--- src/lvla_pkg.sv ---
`timescale 1ns / 1ps
// Shared constants and types for the location variability loss adjuster.
package lvla_pkg;

    localparam int LOG_W   = 28;
    localparam int LOG_LAT = 25;
    localparam int SQ_IN_W = 29;
    localparam int T_W     = 27;
    localparam int SQ_LAT  = T_W;
    localparam int NUM_W   = 27;
    localparam int DEN_W   = 28;
    localparam int QUO_W   = 27;
    localparam int DIV_LAT = QUO_W;

    localparam logic [7:0] ENV_URBAN_A = 8'd23;
    localparam logic [7:0] ENV_URBAN_B = 8'd24;

    localparam logic [31:0] ONE_Q24  = 32'h0100_0000;
    localparam logic [31:0] HALF_Q24 = 32'h0080_0000;
    localparam logic [31:0] TWO_Q24  = 32'h0200_0000;

    localparam logic [31:0] K_ALPHA =
        32'(((64'd40976291 << 24) + 64'd5000000) / 64'd10000000);
    localparam logic [31:0] K_BETA =
        32'(((64'd12255656 << 24) + 64'd5000000) / 64'd10000000);
    localparam logic [31:0] K_GAMMA =
        32'(((64'd68350345 << 24) + 64'd50000000) / 64'd100000000);
    localparam logic [31:0] K_C0 =
        32'(((64'd2515516698 << 24) + 64'd500000000) / 64'd1000000000);
    localparam logic [31:0] K_C1 = 32'(((64'd802853 << 24) + 64'd500000) / 64'd1000000);
    localparam logic [31:0] K_C2 = 32'(((64'd10328 << 24) + 64'd500000) / 64'd1000000);
    localparam logic [31:0] K_D1 = 32'(((64'd1432788 << 24) + 64'd500000) / 64'd1000000);
    localparam logic [31:0] K_D2 = 32'(((64'd189269 << 24) + 64'd500000) / 64'd1000000);
    localparam logic [31:0] K_D3 = 32'(((64'd1308 << 24) + 64'd500000) / 64'd1000000);
    localparam logic [31:0] K_LG2_Q30 =
        32'(((64'd3010299957 << 30) + 64'd5000000000) / 64'd10000000000);
    localparam logic [31:0] K_2LN2 =
        32'(((64'd13862943611 << 24) + 64'd5000000000) / 64'd10000000000);
    localparam logic [31:0] K_NLG_MIN =
        32'(((64'd19931568569 << 24) + 64'd500000000) / 64'd1000000000);

    typedef struct packed {
        logic signed [18:0] adj;
        logic               sat;
    } t_res;

endpackage

--- src/lvla_sqrt.sv ---
`timescale 1ns / 1ps
// Pipelined integer square root of a Q24 value, one result bit per stage.
module lvla_sqrt import lvla_pkg::*; (
    input  logic               i_clk,
    input  logic               i_en,
    input  logic [SQ_IN_W-1:0] i_u,
    output logic [T_W-1:0]     o_t
);
    localparam int VW = 2 * T_W;
    localparam int RW = T_W + 4;

    logic [VW-1:0]  r_v    [1:T_W-1];
    logic [RW-1:0]  r_rem  [1:T_W-1];
    logic [T_W-1:0] r_root [1:T_W];

    for (genvar g = 0; g < T_W; g++) begin : g_st
        logic [VW-1:0]  v;
        logic [RW-1:0]  rem;
        logic [RW-1:0]  rsh;
        logic [RW-1:0]  trial;
        logic [T_W-1:0] root;
        logic           ge;
        if (g == 0) begin : g_in
            assign v    = VW'({i_u, 24'd0});
            assign rem  = '0;
            assign root = '0;
        end else begin : g_mid
            assign v    = r_v[g];
            assign rem  = r_rem[g];
            assign root = r_root[g];
        end
        assign rsh   = {rem[RW-3:0], v[VW-1 -: 2]};
        assign trial = RW'({root, 2'b01});
        assign ge    = (rsh >= trial);
        always_ff @(posedge i_clk) begin
            if (i_en) begin
                r_root[g+1] <= {root[T_W-2:0], ge};
            end
        end
        if (g < T_W - 1) begin : g_fw
            always_ff @(posedge i_clk) begin
                if (i_en) begin
                    r_v[g+1]   <= v << 2;
                    r_rem[g+1] <= ge ? rsh - trial : rsh;
                end
            end
        end
    end

    assign o_t = r_root[T_W];

endmodule

--- config.mk ---
export PLATFORM = sky130hd
export DESIGN_NAME = lvla_sqrt
export DESIGN_NICKNAME = d
export VERILOG_FILES = /design/src/lvla_pkg.sv /design/src/lvla_sqrt.sv
export SDC_FILE = /design/constraint.sdc
export NUM_CORES = 2
export LEC_CHECK = 0
export BUFFER_PORTS_ARGS = -buffer_cell sky130_fd_sc_hd__buf_2
export CAP_MARGIN = 20
export CORE_ASPECT_RATIO = 1.75
export CORE_MARGIN = 2
export CORE_UTILIZATION = 40
export CTS_BUF_LIST = sky130_fd_sc_hd__clkbuf_8
export DETAILED_ROUTE_END_ITERATION = 7
export HOLD_SLACK_MARGIN = 0.03
export PLACE_DENSITY_LB_ADDON = 0.25
export SETUP_SLACK_MARGIN = 0.5
export SLEW_MARGIN = 20
export SYNTH_ARGS = -nofsm -noshare
export SYNTH_HDL_FRONTEND = slang
export SYNTH_SLANG_ARGS = --single-unit
--- constraint.sdc ---
create_clock -name i_clk -period 3.9 [get_ports i_clk]
set_input_delay 0.195 -clock i_clk [delete_from_list [all_inputs] [get_ports i_clk]]
set_output_delay 0.195 -clock i_clk [all_outputs]
set_load 0.01 [all_outputs]
==> summary.txt <==
Leading area contributor after synthesis: edfxtp_1
Via count: 44003
Vias in the first global route: 45889
Crit path from: r_rem[6][16]
Peak ir drop on the vdd network: 0.324 mV
Post-synth EDFFs: 1285
CP Cell Sequence: or4_4 -> or4_4 -> or4_4 -> or4_4 -> or3_4 -> nand3_4 -> nor3_1 -> xor2_1
Final Hold Viols: 0
Post-synth top cells: 1285 x edfxtp_1, 483 x inv_1, 433 x nand2_1, 382 x ha_1, 366 x a21oi_1
Rows: 197
Clock Sink Count: 1285
Hpwl dp: 110000 µm
Initial antenna violation count: 1
Fmax: 0.291 GHz
Fin crit share: 0.880
Flop-to-flop setup slack: 0.47 ns
Async SR Flop Fraction: 0
Routed WL: 149000 µm
Non-filler cells, final: 8402
CP most frequent cell: or4_4
Top-count cell post-synth: edfxtp_1
Cell leakage power: 29.8 nW
Setup CP Type: reg2reg
WL per Instance: 17.7 µm
Chip Width: 312 µm
Top post-synthesis cells by area: edfxtp_1 58%, ha_1 7.2%, xor2_1 4.0%
Clock Pin Slew Worst Setup and Hold Paths: 0.06 ns
IO buf count: 57
Synthesized area per cell: 11.7 µm²
Antenna viol nets, final: 0
H-tree levels: 4
I/O pin total: 58
CTS tree: yes
Routability cong.: 0.899
Syn Inst Count: 5661
Yosys cell types: 83
Hold_sp: i_en
Syn nets: 6085
Setup TNS: 0 ns
Synthesized cell area: 66400 µm²
Top-area cell type share of the netlist area: 0.581
R2R Path Start: r_rem[6][16]
Core area: 165000 µm²
Critical path fanouts, max: 8
Die area: 169000 µm²
Die Ht: 543 µm
Initial Utilization: 0.403
Initial DRT Pass Iterations: 5
Drt initial violations: 2262
CTS Root Cell: clkbuf_8
Slew Limit Fails: 0
Via-to-Cell Ratio: 5.24
# setup viols final: 0
Layout cells sized above 1: 0.130
Delay-heaviest family, CP: simple AND/OR/NAND/NOR gates
Slew HR: 0.269
Crit end category: register
Post-layout util: 0.464
# placed instances: 7920
Global route total overflow: 0
Seq/Total Area, Yosys: 0.581
Yosys Warn Count: 0
Worst-margin pin slew: 1.10 ns
GRT Total Usage: 0.172
#FFs+latches synth: 1285
Final Skew: 0.104 ns
CP max stage delay: 0.55 ns
Clock buffer depth: 4
First-pass GRT wire length: 232000 µm
Minimum clock period: 3.43 ns
Fin nets: 6491
Top FF cell, synth: edfxtp_1
Arrival time at the worst endpoint: 4.06 ns
Worst Path Buf+Inv: 0
Setup repair after global routing missed its margin: true
Synth-to-Final Area Change: 15.1%
# DRC: 0
Outcome: finished clean
Hold Path Class: in2reg
Clk_lat worst skew: 0.92 ns
CTS Buf Count: 197
Critical Path RT: 4.52 ns
Max Cap Viol: 0
Pin count of the biggest net entering global routing: 124
Startpoint Class: register
Power Density: 511 nW/µm²
Slowest cell on the critical path: or4_4
==> path summary, 6_finish.rpt <==
| path | end | depth (start not counted) |
|---|---|---|
| setup / recovery | r_rem[7][10] | 8 |
| hold / removal | r_v[0][76] | 2 |
| setup reg to reg | r_rem[7][10] | 8 |
| hold reg to reg | r_v[1][154] | 0 |
==> sequential cells by signal, indices dropped and copies added, names as in the netlist <==
signal and flops:
r_rem 697, r_root 378, r_v 210
==> power by group <==
part | leakage (nW) | switching [mW] | internal, mW
clock network | 2.05 | 5.28 | 5.48
logic | 15.6 | 5.20 | 4.18
registers | 12.1 | 1.29 | 17.6
total | 29.8 | 11.8 | 27.3
==> per-stage QoR <==
step	cell area, µm²	setup WS (ns)	total power, mW	hold WS (ns)
floorplan	66400	0.502	25.0	0.294
global placement	70300	0.142	27.8	0.372
detailed placement	70300	0.0908	27.9	0.373
CTS	75100	0.362	39.1	0.382
global route	76400	0.387	41.2	0.407
finish	76400	0.467	39.1	0.400
==> cell families (layout without fill, tap and decap cells) <==
logic type	Yosys count	after routing	synth area share
adder cells (fa/ha/maj)	393	393	0.0753
XOR/XNOR	538	538	0.0709
flip-flops	1285	1285	0.581
multiplexers	55	55	0.00919
AND/OR/NAND/NOR	1573	1573	0.117
other	1	2	0.0000565
AO/OA/AOI/OAI	1204	1204	0.112
buffers and inverters	612	1163	0.0349
==> repair_timing <==
item	4_1_cts	5_1_grt
setup endpoints to repair	197	299
hold buffers	59	0
setup buffers	22	52
pin swaps	24	59
hold endpoints to repair	130	0
resized for setup	80	196
cloned	1	3
==> layout by cell type, fill, tap and decap left out, types with 27 or more instances in the layout <==
| master | instances |
|---|---|
| edfxtp_1 | 1285 |
| inv_1 | 527 |
| nand2_1 | 426 |
| ha_1 | 361 |
| a21oi_1 | 353 |
| nor2_1 | 343 |
| o21ai_0 | 303 |
| xor2_1 | 300 |
| xnor2_1 | 236 |
| clkbuf_8 | 200 |
| buf_4 | 175 |
| nor3_1 | 161 |
| a21o_1 | 152 |
| nand3_1 | 82 |
| nand2b_1 | 77 |
| o21a_1 | 73 |
| nor2b_1 | 63 |
| dlygate4sd3_1 | 59 |
| nand4_1 | 58 |
| or3_1 | 57 |
| nor4_1 | 56 |
| buf_2 | 56 |
| clkinv_1 | 53 |
| mux2_2 | 47 |
| or2_2 | 35 |
| o31ai_1 | 35 |
| or4_1 | 34 |
| o21bai_1 | 30 |
| and3_1 | 27 |
==> worst reg2reg max path: stages (launching register included) <==
cell and delay [ns]:
edfxtp_1 0.39, or4_4 0.55, or4_4 0.43, or4_4 0.46, or4_4 0.52, or3_4 0.41
nand3_4 0.17, nor3_1 0.08, xor2_1 0.15
==> per-layer routing <==
metal | share of wire | up-vias | global-route usage
met1 | 0.31 | 21128 | 0.141
met2 | 0.59 | 831 | 0.364
li1 | - | 21533 | -
met5 | 0 | - | 0
met4 | 0.071 | 0 | 0.116
met3 | 0.029 | 511 | 0.0234
==> area by class of cell <==
class | instances | area, µm²
fillers | 15040 | 88200
clock buffers | 200 | 2750
well taps | 2189 | 2740
repair buffers | 333 | 2940
multi-input cells | 3764 | 26700
diodes | 1 | 2.50
flip-flops and latches | 1285 | 38600
clock inverters | 144 | 880
inverters | 486 | 1830
Power figures use the tool's default switching activity.
