[src/lvla_pkg.sv]
`timescale 1ns / 1ps
// Shared constants and types for the location variability loss adjuster.
package lvla_pkg;

    localparam int LOG_W   = 28;
    localparam int LOG_LAT = 25;
    localparam int SQ_IN_W = 29;
    localparam int T_W     = 27;
    localparam int SQ_LAT  = T_W;
    localparam int NUM_W   = 27;
    localparam int DEN_W   = 28;
    localparam int QUO_W   = 27;
    localparam int DIV_LAT = QUO_W;

    localparam logic [7:0] ENV_URBAN_A = 8'd23;
    localparam logic [7:0] ENV_URBAN_B = 8'd24;

    localparam logic [31:0] ONE_Q24  = 32'h0100_0000;
    localparam logic [31:0] HALF_Q24 = 32'h0080_0000;
    localparam logic [31:0] TWO_Q24  = 32'h0200_0000;

    localparam logic [31:0] K_ALPHA =
        32'(((64'd40976291 << 24) + 64'd5000000) / 64'd10000000);
    localparam logic [31:0] K_BETA =
        32'(((64'd12255656 << 24) + 64'd5000000) / 64'd10000000);
    localparam logic [31:0] K_GAMMA =
        32'(((64'd68350345 << 24) + 64'd50000000) / 64'd100000000);
    localparam logic [31:0] K_C0 =
        32'(((64'd2515516698 << 24) + 64'd500000000) / 64'd1000000000);
    localparam logic [31:0] K_C1 = 32'(((64'd802853 << 24) + 64'd500000) / 64'd1000000);
    localparam logic [31:0] K_C2 = 32'(((64'd10328 << 24) + 64'd500000) / 64'd1000000);
    localparam logic [31:0] K_D1 = 32'(((64'd1432788 << 24) + 64'd500000) / 64'd1000000);
    localparam logic [31:0] K_D2 = 32'(((64'd189269 << 24) + 64'd500000) / 64'd1000000);
    localparam logic [31:0] K_D3 = 32'(((64'd1308 << 24) + 64'd500000) / 64'd1000000);
    localparam logic [31:0] K_LG2_Q30 =
        32'(((64'd3010299957 << 30) + 64'd5000000000) / 64'd10000000000);
    localparam logic [31:0] K_2LN2 =
        32'(((64'd13862943611 << 24) + 64'd5000000000) / 64'd10000000000);
    localparam logic [31:0] K_NLG_MIN =
        32'(((64'd19931568569 << 24) + 64'd500000000) / 64'd1000000000);

    typedef struct packed {
        logic signed [18:0] adj;
        logic               sat;
    } t_res;

endpackage

[src/lvla_div.sv]
`timescale 1ns / 1ps
// Pipelined restoring divider for the Q24 rational term, one quotient bit per stage.
module lvla_div import lvla_pkg::*; (
    input  logic             i_clk,
    input  logic             i_en,
    input  logic [NUM_W-1:0] i_num,
    input  logic [DEN_W-1:0] i_den,
    output logic [QUO_W-1:0] o_quo
);
    localparam int RW = NUM_W + 24;
    localparam int CW = DEN_W + QUO_W;

    logic [RW-1:0]    r_rem [1:QUO_W-1];
    logic [DEN_W-1:0] r_den [1:QUO_W-1];
    logic [QUO_W-1:0] r_q   [1:QUO_W];

    for (genvar g = 0; g < QUO_W; g++) begin : g_st
        logic [RW-1:0]    rem;
        logic [DEN_W-1:0] den;
        logic [QUO_W-1:0] q;
        logic [CW-1:0]    sub;
        logic             ge;
        if (g == 0) begin : g_in
            assign rem = {i_num, 24'd0};
            assign den = i_den;
            assign q   = '0;
        end else begin : g_mid
            assign rem = r_rem[g];
            assign den = r_den[g];
            assign q   = r_q[g];
        end
        assign sub = CW'(den) << (QUO_W - 1 - g);
        assign ge  = (CW'(rem) >= sub);
        always_ff @(posedge i_clk) begin
            if (i_en) begin
                r_q[g+1] <= q | (QUO_W'(ge) << (QUO_W - 1 - g));
            end
        end
        if (g < QUO_W - 1) begin : g_fw
            always_ff @(posedge i_clk) begin
                if (i_en) begin
                    r_rem[g+1] <= ge ? RW'(CW'(rem) - sub) : rem;
                    r_den[g+1] <= den;
                end
            end
        end
    end

    assign o_quo = r_q[QUO_W];

endmodule

[config.mk]
export PLATFORM = sky130hd
export DESIGN_NAME = lvla_div
export DESIGN_NICKNAME = d
export VERILOG_FILES = /design/src/lvla_pkg.sv /design/src/lvla_div.sv
export SDC_FILE = /design/constraint.sdc
export NUM_CORES = 2
export LEC_CHECK = 0
export BUFFER_PORTS_ARGS = -buffer_cell sky130_fd_sc_hd__buf_2
export CAP_MARGIN = 20
export CORE_MARGIN = 3
export CORE_UTILIZATION = 40
export CTS_CLUSTER_DIAMETER = 50
export DETAILED_ROUTE_END_ITERATION = 10
export GPL_ROUTABILITY_DRIVEN = 0
export PLACE_DENSITY_LB_ADDON = 0.2
export SLEW_MARGIN = 20
export SYNTH_ARGS = -nofsm -noshare
export SYNTH_HDL_FRONTEND = slang
export SYNTH_SLANG_ARGS = --single-unit
[constraint.sdc]
create_clock -name i_clk -period 10.7 [get_ports i_clk]
set_input_delay 0 -clock i_clk [delete_from_list [all_inputs] [get_ports i_clk]]
set_output_delay 0 -clock i_clk [all_outputs]
set_load 0.03 [all_outputs]
==> impl_metrics.json <==
{
  "status": "finished, final reports clean",
  "slowest_stage": "or4b_1",
  "min_path_cells": 3,
  "ys_seq_area_frac": 0.542,
  "cts_root_buffer": "clkbuf_16",
  "synth-compound-area-share": 0.144,
  "drive_gt1_frac": 0.0761,
  "die_area_mm2": 0.295,
  "cp.depth": 13,
  "area_delta_synth_final_pct": 13.0,
  "min_period_ns": 4.55,
  "grtUsageTotal": 0.191,
  "die_w_um": 543,
  "wire_per_inst_um": 19.7,
  "met3_usage": 0.0245,
  "rr_worst_depth": 13,
  "clock_skew_ns": 0.0825,
  "placementRows": 196,
  "grt_overflow": 0,
  "max_freq_mhz": 220,
  "fp.coreArea_mm2": 0.286,
  "clock_sinks": 2084,
  "cpPeakStageDelay_ns": 0.63,
  "grt_pass1_vias": 78100,
  "cts_hold_buf": 114,
  "relSlewSlack": 0.169,
  "syn-cell-area_mm2": 0.115,
  "reg2reg_slack_ns": 6.15,
  "crit_path_start_kind": "register",
  "synth_seq_cells": 2084,
  "routed_wl_mm": 288,
  "synth_ff_type": "edfxtp_1",
  "cts_made_buffers": 277,
  "rsz0062_at_grt": "no",
  "avgSynthCellArea_um2": 11.2,
  "fin_crit_sh": 0.425,
  "cp-end-kind": "register",
  "synthArstFlopShare": 0,
  "pwr-share-clk": 0.261,
  "power_frac_seq": 0.372,
  "yosys-mux-area-fraction": 0.0173,
  "p_per_area_mw_per_mm2": 268,
  "layout_commonest_cell": "edfxtp_1",
  "cp_num_buf_inv": 2,
  "post_cts_resized": 0,
  "report.final.hold_viol_count": 0,
  "final.setup.tns_ns": 0,
  "critPathCapture": "r_rem[13][48]",
  "hp-class": "primary input to register",
  "grt_use_met2": 0.329,
  "r2r_end": "r_rem[13][48]",
  "dp_hpwl_mm": 215,
  "synth_edf_count": 2084,
  "cts.clk_slew.worst_paths_ns": 0.06,
  "max_cap_violations": 0,
  "clkLatencyLatePin_ns": 0.86,
  "tightest_slew_ns": 1.25,
  "crit_fanout": 58,
  "netSwitchingFraction": 0.359,
  "p_switching_mw": 12.5,
  "p_leak_nw": 50.7,
  "postLayoutCellArea_mm2": 0.130,
  "vias_per_cell": 5.48,
  "synthCells": 10300,
  "antenna_found_initial": 6,
  "cts_max_level": 5,
  "synth_simple_gate_area_frac": 0.108,
  "grt_pass1_wl_mm": 446,
  "drc": 0,
  "initial_utilization": 0.403,
  "vias": 79700,
  "drtIter0Drc": 6545,
  "nets": 11400,
  "io_pins": 84,
  "dp_slack_ns": 6.17,
  "top_usage_layer": "met2",
  "cts_tree": "built",
  "drt-pass1-iter-count": 8,
  "cp_cell_sequence": "inv_1 > fa_1 > nor2b_1 > o31ai_1 > a211oi_1 > o22ai_1 > o22ai_1 > a21oi_1 > o211a_1 > buf_4 > or4b_1 > nor3b_1 > xor2_1",
  "power.internal_mw": 22.4,
  "synth_fa_ha_area_frac": 0.0858,
  "place_area_mm2": 0.120,
  "use_met1": 0.239,
  "setup_ws_ns": 6.15,
  "synthXorXnorAreaFrac": 0.0629,
  "port_buffers": 83,
  "fillerInstances": 26100,
  "synth_cell_types": 98,
  "drtAntennaViolNets": 0,
  "crit_top_cell": "o22ai_1",
  "critPathRequiredTime_ns": 11.22,
  "p_total_mw": 34.9,
  "cp_top_family": "compound AO/OA/AOI/OAI gates",
  "ctsLongestPathBuffers": 4,
  "comb_power_share": 0.367,
  "crit_type": "register to register",
  "grt_max_degree": 189,
  "cts_setup_buffers": 0,
  "report.final.slew_viol_count": 0,
  "yosysWarnings": 0,
  "setup_viol": 0,
  "ir_drop_v": 0.000136,
  "most-common-layout-cells": "2084 x edfxtp_1, 953 x inv_1, 795 x nand2_1",
  "synth_top_family_by_area": "compound AO/OA/AOI/OAI gates",
  "cp.arrival_ns": 5.07,
  "fp.dieH_um": 543,
  "r2r-start": "r_rem[12][53]",
  "critPathLaunch": "r_rem[12][53]",
  "synth_nets": 11100
}
## sequential cells by signal, indices dropped and copies added, names as in the netlist
signal,cells
r_den,728
r_q,378
r_rem,978
## worst min-delay path by stage
stage / to / slack, ns / from
after global placement: r_den[0][40] / 0.19 / i_den[12]
after CTS: r_rem[0][96] / 0.005 / i_num[21]
after detailed placement: r_den[0][40] / 0.19 / i_den[12]
after floorplan: r_den[0][28] / 0.1 / i_den[0]
after global routing: r_rem[0][96] / 0.03 / i_num[21]
final: r_rem[0][94] / 0.08 / i_num[19]
## cell families (layout without fill, tap and decap cells)
| logic type | after synthesis | count (layout) |
|---|---|---|
| multiplexers | 179 | 179 |
| AO/OA/AOI/OAI | 2644 | 2644 |
| buffers and inverters | 1211 | 1689 |
| adder cells (fa/ha/maj) | 775 | 775 |
| AND/OR/NAND/NOR | 2595 | 2595 |
| other | 0 | 4 |
| XOR/XNOR | 828 | 828 |
| flip-flops | 2084 | 2084 |
## layout make-up
type,instances,area [µm²],area share
multi-input cells,7021,48400,0.371
well taps,3762,4710,0.0361
inverters,961,3610,0.0277
diodes,4,10.0,0.0000768
clock inverters,176,1810,0.0139
flip-flops and latches,2084,62600,0.480
repair buffers,241,2080,0.0159
clock buffers,311,7210,0.0553
## per-layer routing
layer / routed length (µm) / vias up / part of all wire
met2: 140000 / 2235 / 0.49
met4: 14000 / 0 / 0.049
met3: 13400 / 630 / 0.047
li1: - / 38600 / -
met1: 120000 / 38300 / 0.42
met5: 0 / - / 0
## power by group through the flow
stage	combinational (mW)	sequential (mW)	clock (mW)
3_3_place_gp	12.4	13.1	0
5_1_grt	14.3	13.1	9.69
2_1_floorplan	9.66	12.4	0
3_5_place_dp	12.6	13.1	0
6_report	12.8	13.0	9.10
4_1_cts	12.7	13.0	9.37
## metrics by stage
| stage | hold WS, ns | util | cells |
|---|---|---|---|
| 6_report | 0.0791 | 0.456 | 14600 |
| 5_1_grt | 0.0295 | 0.456 | 14600 |
| 4_1_cts | 0.00480 | 0.456 | 14600 |
| 3_5_place_dp | 0.193 | 0.420 | 14000 |
| 3_3_place_gp | 0.192 | 0.420 | 14000 |
| 2_1_floorplan | 0.0989 | - | 10300 |
## worst register-to-register path, stage by stage (launching register included)
cell and delay, ns:
edfxtp_1 0.39, inv_1 0.08, fa_1 0.47, nor2b_1 0.22, o31ai_1 0.11, a211oi_1 0.44, o22ai_1 0.23, o22ai_1 0.46
a21oi_1 0.24, o211a_1 0.25, buf_4 0.28, or4b_1 0.65, nor3b_1 0.29, xor2_1 0.11
## synthesized netlist by cell type, types with 26 or more instances
cell       count  share of area
fa_1          26         0.0045
inv_1        954          0.031
o31a_1        38         0.0029
nand2_1      795          0.026
nand2b_1     121         0.0066
o31ai_1       69         0.0045
and2_1        34         0.0018
a2111oi_0     27         0.0020
nand3b_1      27         0.0018
nor2_1       629          0.020
or3_1         62         0.0034
o21bai_1     100         0.0065
nand3_1      203         0.0088
a31oi_1       76         0.0041
or2_2         37         0.0020
edfxtp_1    2084           0.54
nor4_1        81         0.0044
nand4_1      132         0.0072
and3_1        47         0.0025
and4_1        26         0.0020
nor2b_1      102         0.0055
mux2_2       163          0.016
o21ai_0      668          0.029
ha_1         749          0.081
a21oi_1      793          0.034
nor3_1       205         0.0089
o211ai_1      41         0.0027
a21o_1       349          0.023
clkbuf_1     219         0.0071
xnor2_1      481          0.037
o21a_1       125         0.0081
xor2_1       347          0.026
a211oi_1      84         0.0055
No activity file was read; power rests on OpenSTA's default activity.
